[src/sv/b58_pkg.sv]
package b58_pkg;

    localparam int DEF_MAX_BYTES = 32;
    localparam int DEF_DIGITS    = 45;
    localparam int MAX_RESULTS   = 45;
    localparam int BASE          = 58;

    // floor(2^20 / 58); the quotient estimate is low by at most one.
    localparam logic [14:0] RECIP_58  = 15'd18078;
    localparam int          RECIP_SHR = 20;

    localparam logic [6:0] SYM_ONE = 7'h31;

    typedef struct packed {
        logic take;
        logic idx_clr;
        logic idx_inc;
        logic idx_dec;
        logic idx_top;
        logic rd;
        logic fold;
        logic prep;
        logic ld_one;
        logic ld_dig;
        logic ld_ovf;
        logic clr;
    } t_cmd;

    typedef struct packed {
        logic fold_ok;
        logic last_digit;
        logic eom;
        logic ovf;
        logic out_free;
        logic zeros_left;
        logic last_out;
        logic digits_none;
    } t_sts;

    // Maps a base-58 digit to its character; the alphabet skips 0, I, O and l.
    function automatic logic [6:0] alpha(input logic [5:0] d);
        logic [6:0] v;
        v = {1'b0, d};
        if (d < 6'd9) begin
            return 7'h31 + v;
        end else if (d < 6'd17) begin
            return 7'h41 + v - 7'd9;
        end else if (d < 6'd22) begin
            return 7'h4A + v - 7'd17;
        end else if (d < 6'd33) begin
            return 7'h50 + v - 7'd22;
        end else if (d < 6'd44) begin
            return 7'h61 + v - 7'd33;
        end else begin
            return 7'h6D + v - 7'd44;
        end
    endfunction

endpackage

[src/sv/b58_ram.sv]
module b58_ram #(
    parameter int WIDTH = 6,
    parameter int DEPTH = 45
) (
    input  logic                     i_clk,
    input  logic                     i_we,
    input  logic [$clog2(DEPTH)-1:0] i_waddr,
    input  logic [WIDTH-1:0]         i_wdata,
    input  logic                     i_re,
    input  logic [$clog2(DEPTH)-1:0] i_raddr,
    output logic [WIDTH-1:0]         o_rdata
);

    logic [WIDTH-1:0] r_mem [DEPTH];
    logic [WIDTH-1:0] r_rdata;

    always_ff @(posedge i_clk) begin
        if (i_we) begin
            r_mem[i_waddr] <= i_wdata;
        end
        if (i_re) begin
            r_rdata <= r_mem[i_raddr];
        end
    end

    assign o_rdata = r_rdata;

endmodule

[src/sv/b58_dp.sv]
module b58_dp #(
    parameter int MAX_BYTES = b58_pkg::DEF_MAX_BYTES,
    parameter int DIGITS    = b58_pkg::DEF_DIGITS
) (
    input  logic          i_clk,
    input  logic          i_rst_n,
    input  logic [7:0]    i_byte,
    input  logic          i_last,
    input  b58_pkg::t_cmd i_cmd,
    output b58_pkg::t_sts o_sts,
    output logic          o_valid,
    input  logic          i_ready,
    output logic [6:0]    o_symbol,
    output logic          o_last,
    output logic          o_too_long
);
    import b58_pkg::*;

    localparam int IW  = $clog2(DIGITS);
    localparam int CW  = $clog2(MAX_BYTES + 2);
    localparam int ZW  = $clog2(MAX_BYTES + 1);
    localparam int NW  = $clog2(MAX_RESULTS + 1);
    localparam int MW  = (ZW > IW) ? ZW : IW;
    localparam int SW  = ((MW > NW) ? MW : NW) + 1;

    logic [CW-1:0] r_count;
    logic [ZW-1:0] r_zr;
    logic          r_seen;
    logic          r_fresh;
    logic          r_eom;
    logic [8:0]    r_carry;
    logic [IW-1:0] r_idx;
    logic [IW-1:0] n_idx;
    logic [IW-1:0] r_top;
    logic          r_any;
    logic [NW-1:0] r_total;
    logic [NW-1:0] r_n;
    logic          r_valid;
    logic [6:0]    r_symbol;
    logic          r_last;
    logic          r_too_long;

    logic [5:0]    w_rdata;
    logic [5:0]    w_d;
    logic [13:0]   w_t;
    logic [28:0]   w_prod;
    logic [8:0]    w_q0;
    logic [13:0]   w_r0;
    logic [5:0]    w_rem;
    logic [8:0]    w_quo;
    logic [SW-1:0] w_sum;
    logic [NW-1:0] w_total;
    logic          w_out_free;

    // One base-58 digit step: t = digit * 256 + carry, split into t % 58 and t / 58.
    always_comb begin
        w_d    = r_fresh ? 6'd0 : w_rdata;
        w_t    = {w_d, 8'h00} + 14'(r_carry);
        w_prod = 29'(w_t) * 29'(RECIP_58);
        w_q0   = w_prod[RECIP_SHR +: 9];
        w_r0   = w_t - 14'(14'(w_q0) * 14'(BASE));
        if (w_r0 >= 14'(BASE)) begin
            w_rem = 6'(w_r0 - 14'(BASE));
            w_quo = w_q0 + 9'd1;
        end else begin
            w_rem = 6'(w_r0);
            w_quo = w_q0;
        end
    end

    always_comb begin
        w_sum = SW'(r_zr) + (r_any ? (SW'(r_top) + SW'(1)) : SW'(0));
        if (w_sum >= SW'(MAX_RESULTS)) begin
            w_total = NW'(MAX_RESULTS);
        end else begin
            w_total = NW'(w_sum);
        end
    end

    always_comb begin
        if (i_cmd.idx_clr) begin
            n_idx = '0;
        end else if (i_cmd.idx_inc) begin
            n_idx = r_idx + IW'(1);
        end else if (i_cmd.idx_dec) begin
            n_idx = r_idx - IW'(1);
        end else if (i_cmd.idx_top) begin
            n_idx = r_top;
        end else begin
            n_idx = r_idx;
        end
    end

    b58_ram #(
        .WIDTH(6),
        .DEPTH(DIGITS)
    ) u_store (
        .i_clk  (i_clk),
        .i_we   (i_cmd.fold),
        .i_waddr(r_idx),
        .i_wdata(w_rem),
        .i_re   (i_cmd.rd),
        .i_raddr(n_idx),
        .o_rdata(w_rdata)
    );

    assign w_out_free = !r_valid || i_ready;

    always_comb begin
        o_sts.fold_ok     = r_count < CW'(MAX_BYTES);
        o_sts.last_digit  = r_idx == IW'(DIGITS - 1);
        o_sts.eom         = r_eom;
        o_sts.ovf         = r_count > CW'(MAX_BYTES);
        o_sts.out_free    = w_out_free;
        o_sts.zeros_left  = (SW'(r_n) < SW'(r_zr)) && (r_n < r_total);
        o_sts.last_out    = (SW'(r_n) + SW'(1)) == SW'(r_total);
        o_sts.digits_none = !r_any;
    end

    always_ff @(posedge i_clk) begin
        if (!i_rst_n) begin
            r_count <= '0;
            r_zr    <= '0;
            r_seen  <= 1'b0;
            r_fresh <= 1'b1;
        end else if (i_cmd.clr) begin
            r_count <= '0;
            r_zr    <= '0;
            r_seen  <= 1'b0;
            r_fresh <= 1'b1;
        end else if (i_cmd.take) begin
            if (r_count <= CW'(MAX_BYTES)) begin
                r_count <= r_count + CW'(1);
            end
            if (o_sts.fold_ok && !r_seen) begin
                if (i_byte == 8'd0) begin
                    r_zr <= r_zr + ZW'(1);
                end else begin
                    r_seen <= 1'b1;
                end
            end
        end else if (i_cmd.fold && o_sts.last_digit) begin
            r_fresh <= 1'b0;
        end
    end

    always_ff @(posedge i_clk) begin
        r_idx <= n_idx;
        if (i_cmd.take) begin
            r_carry <= 9'(i_byte);
            r_eom   <= i_last;
            r_any   <= 1'b0;
        end
        if (i_cmd.fold) begin
            r_carry <= w_quo;
            if (w_rem != 6'd0) begin
                r_top <= r_idx;
                r_any <= 1'b1;
            end
        end
        if (i_cmd.prep) begin
            r_total <= w_total;
            r_n     <= '0;
        end else if (i_cmd.ld_one || i_cmd.ld_dig) begin
            r_n <= r_n + NW'(1);
        end
    end

    always_ff @(posedge i_clk) begin
        if (!i_rst_n) begin
            r_valid <= 1'b0;
        end else if (i_cmd.ld_one || i_cmd.ld_dig || i_cmd.ld_ovf) begin
            r_valid <= 1'b1;
        end else if (i_ready) begin
            r_valid <= 1'b0;
        end
    end

    always_ff @(posedge i_clk) begin
        if (i_cmd.ld_one) begin
            r_symbol   <= SYM_ONE;
            r_last     <= o_sts.last_out;
            r_too_long <= 1'b0;
        end else if (i_cmd.ld_dig) begin
            r_symbol   <= alpha(w_rdata);
            r_last     <= o_sts.last_out;
            r_too_long <= 1'b0;
        end else if (i_cmd.ld_ovf) begin
            r_symbol   <= 7'd0;
            r_last     <= 1'b1;
            r_too_long <= 1'b1;
        end
    end

    assign o_valid    = r_valid;
    assign o_symbol   = r_symbol;
    assign o_last     = r_last;
    assign o_too_long = r_too_long;

endmodule

[src/sv/b58_ctrl.sv]
module b58_ctrl (
    input  logic          i_clk,
    input  logic          i_rst_n,
    input  logic          i_valid,
    output logic          o_ready,
    input  b58_pkg::t_sts i_sts,
    output b58_pkg::t_cmd o_cmd
);
    import b58_pkg::*;

    localparam logic [2:0] S_IDLE  = 3'd0;
    localparam logic [2:0] S_FOLD  = 3'd1;
    localparam logic [2:0] S_CHK   = 3'd2;
    localparam logic [2:0] S_OVF   = 3'd3;
    localparam logic [2:0] S_ZEROS = 3'd4;
    localparam logic [2:0] S_DIGIT = 3'd5;

    logic [2:0] r_state;
    logic [2:0] n_state;

    always_comb begin
        n_state = r_state;
        o_cmd   = '0;
        o_ready = 1'b0;
        unique case (r_state)
            S_IDLE: begin
                o_ready = 1'b1;
                if (i_valid) begin
                    o_cmd.take = 1'b1;
                    if (i_sts.fold_ok) begin
                        o_cmd.idx_clr = 1'b1;
                        o_cmd.rd      = 1'b1;
                        n_state       = S_FOLD;
                    end else begin
                        n_state = S_CHK;
                    end
                end
            end
            S_FOLD: begin
                o_cmd.fold = 1'b1;
                if (i_sts.last_digit) begin
                    n_state = S_CHK;
                end else begin
                    o_cmd.idx_inc = 1'b1;
                    o_cmd.rd      = 1'b1;
                end
            end
            S_CHK: begin
                if (!i_sts.eom) begin
                    n_state = S_IDLE;
                end else if (i_sts.ovf) begin
                    n_state = S_OVF;
                end else begin
                    o_cmd.prep = 1'b1;
                    n_state    = S_ZEROS;
                end
            end
            S_OVF: begin
                if (i_sts.out_free) begin
                    o_cmd.ld_ovf = 1'b1;
                    o_cmd.clr    = 1'b1;
                    n_state      = S_IDLE;
                end
            end
            S_ZEROS: begin
                if (i_sts.zeros_left) begin
                    if (i_sts.out_free) begin
                        o_cmd.ld_one = 1'b1;
                        if (i_sts.last_out) begin
                            o_cmd.clr = 1'b1;
                            n_state   = S_IDLE;
                        end
                    end
                end else if (i_sts.digits_none) begin
                    o_cmd.clr = 1'b1;
                    n_state   = S_IDLE;
                end else begin
                    o_cmd.idx_top = 1'b1;
                    o_cmd.rd      = 1'b1;
                    n_state       = S_DIGIT;
                end
            end
            S_DIGIT: begin
                if (i_sts.out_free) begin
                    o_cmd.ld_dig = 1'b1;
                    if (i_sts.last_out) begin
                        o_cmd.clr = 1'b1;
                        n_state   = S_IDLE;
                    end else begin
                        o_cmd.idx_dec = 1'b1;
                        o_cmd.rd      = 1'b1;
                    end
                end
            end
            default: begin
                n_state = S_IDLE;
            end
        endcase
    end

    always_ff @(posedge i_clk) begin
        if (!i_rst_n) begin
            r_state <= S_IDLE;
        end else begin
            r_state <= n_state;
        end
    end

endmodule

[src/sv/base58_encoder.sv]
// Base58 encoder for byte messages.
// Input stream: one message byte per beat, most significant byte first, with
// tlast on the final byte. Output stream: one ASCII character per beat, with
// tlast on the final character; tuser is set on the single beat that reports
// a message longer than MAX_BYTES.
// Each byte is folded into a digit store held in a small RAM, one base-58
// digit per cycle, so an accepted byte holds off the next one until every
// digit is folded and the check state has run; later bytes past MAX_BYTES
// skip the fold. After the check state that ends the final byte the block
// sends one '1' per leading zero byte, reads the first digit, then sends the
// digits, one beat per cycle while the receiver is ready, 45 in all at most.
// The next message is accepted once the last character sits in the output
// register; the input is not ready while a message is being sent.
// A stalled receiver holds the output register, and the sequencer waits
// until it is free, so nothing is lost. Reset empties the output register
// and starts a fresh message; the digit RAM needs no clearing pass, since
// the first byte of a message overwrites every digit.
module base58_encoder #(
    parameter int MAX_BYTES = b58_pkg::DEF_MAX_BYTES,
    parameter int DIGITS    = b58_pkg::DEF_DIGITS
) (
    input  logic       i_clk,
    input  logic       i_rst_n,
    input  logic       i_s_axis_tvalid,
    output logic       o_s_axis_tready,
    input  logic [7:0] i_s_axis_tdata,  // [7:0] data_byte
    input  logic       i_s_axis_tlast,
    output logic       o_m_axis_tvalid,
    input  logic       i_m_axis_tready,
    output logic [7:0] o_m_axis_tdata,  // [6:0] symbol, [7] zero
    output logic       o_m_axis_tlast,
    output logic       o_m_axis_tuser   // [0] too_long
);
    import b58_pkg::*;

    t_cmd       w_cmd;
    t_sts       w_sts;
    logic [6:0] w_symbol;

    b58_ctrl u_ctrl (
        .i_clk  (i_clk),
        .i_rst_n(i_rst_n),
        .i_valid(i_s_axis_tvalid),
        .o_ready(o_s_axis_tready),
        .i_sts  (w_sts),
        .o_cmd  (w_cmd)
    );

    b58_dp #(
        .MAX_BYTES(MAX_BYTES),
        .DIGITS   (DIGITS)
    ) u_dp (
        .i_clk     (i_clk),
        .i_rst_n   (i_rst_n),
        .i_byte    (i_s_axis_tdata),
        .i_last    (i_s_axis_tlast),
        .i_cmd     (w_cmd),
        .o_sts     (w_sts),
        .o_valid   (o_m_axis_tvalid),
        .i_ready   (i_m_axis_tready),
        .o_symbol  (w_symbol),
        .o_last    (o_m_axis_tlast),
        .o_too_long(o_m_axis_tuser)
    );

    assign o_m_axis_tdata = {1'b0, w_symbol};

endmodule

[config.mk]
export PLATFORM = sky130hd
export DESIGN_NAME = base58_encoder
export DESIGN_NICKNAME = d
export VERILOG_FILES = /design/src/sv/b58_pkg.sv /design/src/sv/b58_ram.sv /design/src/sv/b58_dp.sv /design/src/sv/b58_ctrl.sv /design/src/sv/base58_encoder.sv
export SDC_FILE = /design/constraint.sdc
export NUM_CORES = 1
export LEC_CHECK = 0
export ABC_AREA = 1
export BUFFER_PORTS_ARGS = -buffer_cell sky130_fd_sc_hd__buf_2
export CORE_MARGIN = 5
export CORE_UTILIZATION = 25
export CTS_BUF_LIST = sky130_fd_sc_hd__clkbuf_8
export DETAILED_ROUTE_END_ITERATION = 12
export PLACE_DENSITY = 0.48
export SLEW_MARGIN = 30
export SYNTH_ARGS = -nofsm -noshare
export SYNTH_HDL_FRONTEND = slang
export SYNTH_SLANG_ARGS = --single-unit
[constraint.sdc]
create_clock -name i_clk -period 34.9 [get_ports i_clk]
set_clock_uncertainty 0.2 [all_clocks]
set_input_delay 3.49 -clock i_clk [delete_from_list [all_inputs] [get_ports i_clk]]
set_output_delay 3.49 -clock i_clk [all_outputs]
set_load 0.05 [all_outputs]
Word-level counts from Yosys, hierarchy flattened
Memory sizes are Yosys's and may differ from the RTL's. A register that Yosys moved wholly into a read port is not among the register bits.
Index checks and enable logic that the tools add are counted.
Cells by class
  add/sub/neg operators: 23
  $mul: 2
  $lt $le $gt $ge: 12
  equal/unequal tests: 10
  multiplexer cells: 67
  bitwise logic cells: 3
  reductions and logical operators: 23
Operator list (number)
  2-to-1 mux 7 bit: 8
  2-to-1 mux 6 bit: 6
  adder 7 x 6 -> 7 bit (first input constant): 5
  2-to-1 mux 1 bit: 32
  multiplier 14 x 14 -> 28 bit (second input constant): 1
  2-to-1 mux 3 bit: 9
  2-to-1 mux 9 bit: 3
  adder 6 x 1 -> 6 bit (second input constant): 4
  less-than comparator 6 bit (second input constant): 3
  case mux 3 bit (6 select lines): 1
  adder 14 x 9 -> 14 bit: 1
  adder 6 x 1 -> 7 bit (second input constant): 2
  greater-or-equal comparator 14 x 6 -> 1 bit (second input constant): 1
  subtractor 14 bit: 1
  subtractor 7 x 5 -> 7 bit (second input constant): 2
  subtractor 7 x 6 -> 7 bit (second input constant): 2
  multiplier 9 x 5 -> 13 bit (second input constant): 1
  less-than comparator 6 x 5 -> 1 bit (second input constant): 2
  less-than comparator 6 bit: 2
  2-to-1 mux 2 bit: 6
  adder 9 x 1 -> 9 bit (second input constant): 1
  AND reduction 3 bit: 3
  zero test 8 bit: 1
  adder 6 x 6 -> 7 bit (first input constant): 1
  27 further kinds: 42
Word-level totals
  flip-flop bits (word level): 62
  bits in writable memories: 270
  input port bits: 13
  word-level logic and storage cells: 157
  memories kept: 1
Memory list
  u_dp.u_store.r_mem: depth 45, bits a word 6, rd ports 1, clocked after Yosys merged registers in 1, wr ports 1, line b58_ram.sv:14  | logic [WIDTH-1:0] r_mem [DEPTH];

Depth between registers and ports, before layout
  depth in word-level cells: 10
  mapped depth: 67
  depth with buffers taken out: 66

Hierarchy
From an unflattened synthesis, not the netlist that was laid out.
Unflattened totals
  cells, all modules: 2317
  area, all modules: 21344.2 um2
By module, submodules not included
  b58_ram: instances 1, cells an instance 954, area an instance 11338.4 um2, seq. area each 8287.9 um2
  b58_dp: instances 1, cells an instance 1299, area an instance 9640.5 um2, seq. area each 1411.4 um2
  b58_ctrl: instances 1, cells an instance 62, area an instance 354.1 um2, seq. area each 60.1 um2
  base58_encoder: instances 1, cells an instance 2, area an instance 11.3 um2, seq. area each 0.0 um2

Worst setup path before layout
No wires, ideal clock.
  path kind: register -> register
  from: register u_dp.u_store.r_rdata[0] (netlist: u_dp.u_store.o_rdata[0]) (read register of u_dp.u_store.r_mem)
  to: register u_dp.r_top[0] (enable)
  setup time: 262 ps
  data arrival time: 10740 ps
  required time: 34438 ps
  path slack: 23698 ps
  stages on the path, launching flop included: 60
  clock period less this slack: 11202 ps
  path through: edfxtp_1 -> inv_1 -> nor2_1 -> ha_1 -> ha_1 -> xnor2_1 -> ha_1 -> inv_1 -> fa_1 -> inv_1 -> fa_1 -> fa_1 -> fa_1 -> inv_1 -> fa_1 -> inv_1 -> ha_1 -> nand2_1 -> (+24 left out) -> ha_1 -> nand2_1 -> nor2_1 -> a211oi_1 -> o21ai_0 -> inv_1 -> nand3_1 -> nand2_1 -> nand3_1 -> nor2_4 -> nand3_2 -> buf_6 -> nand2_1 -> nand2_1 -> nor2_1 -> nand3_1 -> nand2_1 -> inv_1
Between the ends
  longest elaborated chain between the ends: 9
  elaborated cells on any way between the ends: 10
  classes of those cells: 3 x add/sub; 2 x mul; 1 x order compare; 2 x mux; 2 x reduce/logical
RTL lines
  start: declaration: line b58_ram.sv:15  | logic [WIDTH-1:0] r_rdata;
  2-to-1 mux 6 bit (*): line b58_dp.sv:57  | w_d = r_fresh ? 6'd0 : w_rdata;
  adder 14 x 9 -> 14 bit (*): line b58_dp.sv:58  | w_t = {w_d, 8'h00} + 14'(r_carry);
  multiplier 14 x 14 -> 28 bit: line b58_dp.sv:59  | w_prod = 29'(w_t) * 29'(RECIP_58);
  multiplier 9 x 5 -> 13 bit: line b58_dp.sv:61  | w_r0 = w_t - 14'(14'(w_q0) * 14'(BASE));
  subtractor 14 bit (*): line b58_dp.sv:61
  greater-or-equal comparator 14 x 6 -> 1 bit or subtractor 6 bit (tied branches): line b58_dp.sv:62, b58_dp.sv:63
  2-to-1 mux 6 bit (*): line b58_dp.sv:62  | if (w_r0 >= 14'(BASE)) begin
  net u_dp.u_store.i_wdata[1]: line b58_ram.sv:8  | input logic [WIDTH-1:0] i_wdata,
  nonzero test 6 bit (*): line b58_dp.sv:156  | if (w_rem != 6'd0) begin
  AND reduction 2 bit (no line) (*)
  end signal: assignment: line b58_dp.sv:157  | r_top <= r_idx;
  end: declaration: line b58_dp.sv:34  | logic [IW-1:0] r_top;
Mark *: on every way through the listed nets, which the timed path passes. The rest lies on a longest branch.
A chain may end at the register's enable or synchronous reset.

Worst setup path after layout
  from: register u_dp.u_store.r_rdata[0] (netlist: u_dp.u_store.o_rdata[0]) (read register of u_dp.u_store.r_mem)
  to: register u_dp.r_top[3] (enable)
The elaborated chain is that of the path after synthesis.

==> flow_summary.toml <==
[worst_setup_path]
r2r_cells = 58
rrSetupSlack_ns = 22.43
crit_path_max_fanout = 46
crit_top_cell = "nand2_1"
end_kind = "flip-flop"
startpoint_type = "flip-flop"
cp_slowest_cell = "xnor2_1"
cpPeakStageDelay_ns = 0.70
crit_arrival_ns = 12.64
required_ns = 35.07
crit_type = "reg -> reg"
timing.rr.start = "u_dp.u_store.o_rdata[0]"
worst_r2r_endpoint = "u_dp.r_top[3]"

[placed_design]
finalWeightedCongestion = 0.847
dp_hpwl_mm = 37.8
port_buffers = 23
dp_cells = 3366

[route]
first_iter_violations = 961
routed_via_density = 4.42
drt_wl_total_mm = 54.4
vias = 15303
drc_errors = 0
wl_per_cell_microns = 15.7
drt_pre_antenna_iters = 5
ant_nets = 0

[clocking]
h-tree-depth = 2
ctsRootBufferMaster = "clkbuf_8"
clock_latency_ns = 0.67
clock-sinks = 338
clockBufferDepth = 3
cts_buffers = 55
hold_buffers = 0
postCtsResizedCells = 0
clk_transition_reported_paths_ns = 0.06
cts_setup_buffers = 0
cts_tree = "done"

[yosys]
synthTopCellsByArea = "edfxtp_1 43%, ha_1 11%, nand2_1 9.2%"
yosysTopAreaCellShare = 0.426
netlist_area_sq_um = 21100
syn_inst = 2259
syn_avg_cell_area_sq_um = 9.33
yosysSeqAreaShare = 0.463
synth_seq_cells = 338
ys.flop_type = "edfxtp_1"
yosys_warnings = 0
syn-num-nets = 2523
synthDistinctLibCells = 51
yosysTopAreaCell = "edfxtp_1"
synth_edf_count = 299
ys_async_sr_fraction = 0

[floorplanning]
fp.dieW_microns = 300
std_cell_rows = 106
fp.coreArea_sq_um = 83700
die_area_sq_um = 90200
ioPinCount = 25
die_h_microns = 300
initial_core_util = 0.252

[sta]
setup_viol = 0
rsz0062_at_grt = "no"
drv_slew = 0
fmax_mhz = 80.2
finalHoldViolCount = 0
fin_crit_ns = 12.47
fin_setup_tns_ns = 0
slew_headroom = 0.389
worst-slew-pin-transition_ns = 0.916
fin_crit_sh = 0.357

[hold_path]
hold_path_class = "reg -> reg"
whs_path_depth = 2
worstHoldStart = "u_dp.o_symbol[0]"
hold_path_end = "u_dp.o_symbol[0]"

[final_layout]
regArea_sq_um = 9760
syn2layout_area_growth_pct = 10.9
multi_input_area_sq_um = 9800
nNetsFinal = 2553
final_cell_mix = "518 x nand2_1, 332 x inv_1, 299 x edfxtp_1, 272 x nand3_1, 182 x ha_1"
fin_cells = 3460
fillers = 8764
diodes = 0
layout_commonest_cell = "nand2_1"
drive_gt1_frac = 0.0598

[grt]
grt_max_degree = 69
grt_pass1_wl_mm = 86.5
antenna_found_initial = 0
grt-ovfl-total = 0
first_global_vias = 15524
track_usage = 0.119

[run]
cap_violations = 0

[status]
outcome = "complete, no violations"
sequential cells by signal (all words and copies together) (netlist names), 3 cells and up:
register / cells
u_dp.r_carry: 9
u_dp.r_top: 6
u_dp.o_symbol: 7
u_dp.u_store.o_rdata: 6
u_dp.r_zr: 6
u_dp.r_n: 6
u_dp.u_store.r_mem: 270
u_dp.r_total: 6
u_ctrl.r_state: 3
u_dp.r_idx: 6
u_dp.r_count: 6
synthesized netlist by cell type (7+ instances only):
master	number
a21oi_1	84
buf_2	32
buf_4	13
clkbuf_1	14
dfxtp_1	39
edfxtp_1	299
fa_1	69
ha_1	182
inv_1	307
nand2_1	518
nand2_2	7
nand3_1	273
nand4_1	30
nor2_1	164
nor3_1	14
o211ai_1	7
o21ai_0	59
o21ai_1	9
xnor2_1	22
xor2_1	39
through the flow:
| stage | hold WS, ns | worst slack [ns] | cell area (sq um) | utilization |
|---|---|---|---|---|
| after floorplan | 0.206 | 23.70 | 21100 | - |
| after global placement | 0.239 | 22.43 | 22400 | 0.267 |
| after detailed placement | 0.255 | 22.42 | 22400 | 0.267 |
| after CTS | 0.269 | 22.36 | 23400 | 0.279 |
| after global routing | 0.315 | 21.44 | 23400 | 0.279 |
| final | 0.268 | 22.43 | 23400 | 0.279 |
area by class of cell:
class                   count  area share
clock inverters            38     0.00969
flip-flops and latches    338       0.418
repair buffers             37     0.00942
multi-input cells        1543       0.419
well taps                1134      0.0607
inverters                 314      0.0505
clock buffers              56      0.0330
critical path: cells and delay by family (launching register included):
family	cells	cell delay (ns)
buffers and inverters	10	0.92
xor gates and xnor gates	3	1.43
AOI/OAI and AO/OA	5	0.79
DFF	1	0.50
and+or+nand+nor	27	3.22
adders and majority gates	13	5.06
routing by layer:
layer | vias up | share of wire | global-route usage
met1 | 7321 | 0.47 | 0.165
met5 | - | 0 | 0
li1 | 7604 | - | -
met3 | 75 | 0.048 | 0.0206
met4 | 0 | 0.018 | 0.0269
met2 | 303 | 0.46 | 0.196
how the worst max path moves through the flow:
stage | startpoint | endpoint | slack [ns]
global placement | u_dp.u_store.o_rdata[0] | u_dp.r_top[0] | 22.43
floorplan | u_dp.u_store.o_rdata[0] | u_dp.r_top[0] | 23.70
detailed placement | u_dp.u_store.o_rdata[0] | u_dp.r_top[0] | 22.42
finish | u_dp.u_store.o_rdata[0] | u_dp.r_top[3] | 22.43
CTS | u_dp.u_store.o_rdata[0] | u_dp.r_top[3] | 22.36
global route | u_dp.u_store.o_rdata[0] | u_dp.r_top[3] | 21.44
cells by family (layout without fill, tap and decap cells):
logic type	count (synthesis)	count (layout)	synth area share
compound gates	190	190	0.0499
xor+xnor	63	63	0.0269
fa+ha+maj	251	251	0.174
buf+inv	378	445	0.0731
flops	338	338	0.463
other cells	1	1	0.000178
simple gates	1038	1038	0.213
Power is left out: the tool's default activity adds up to more than one toggle a clock period on the data nets, which glitch-free logic cannot reach.
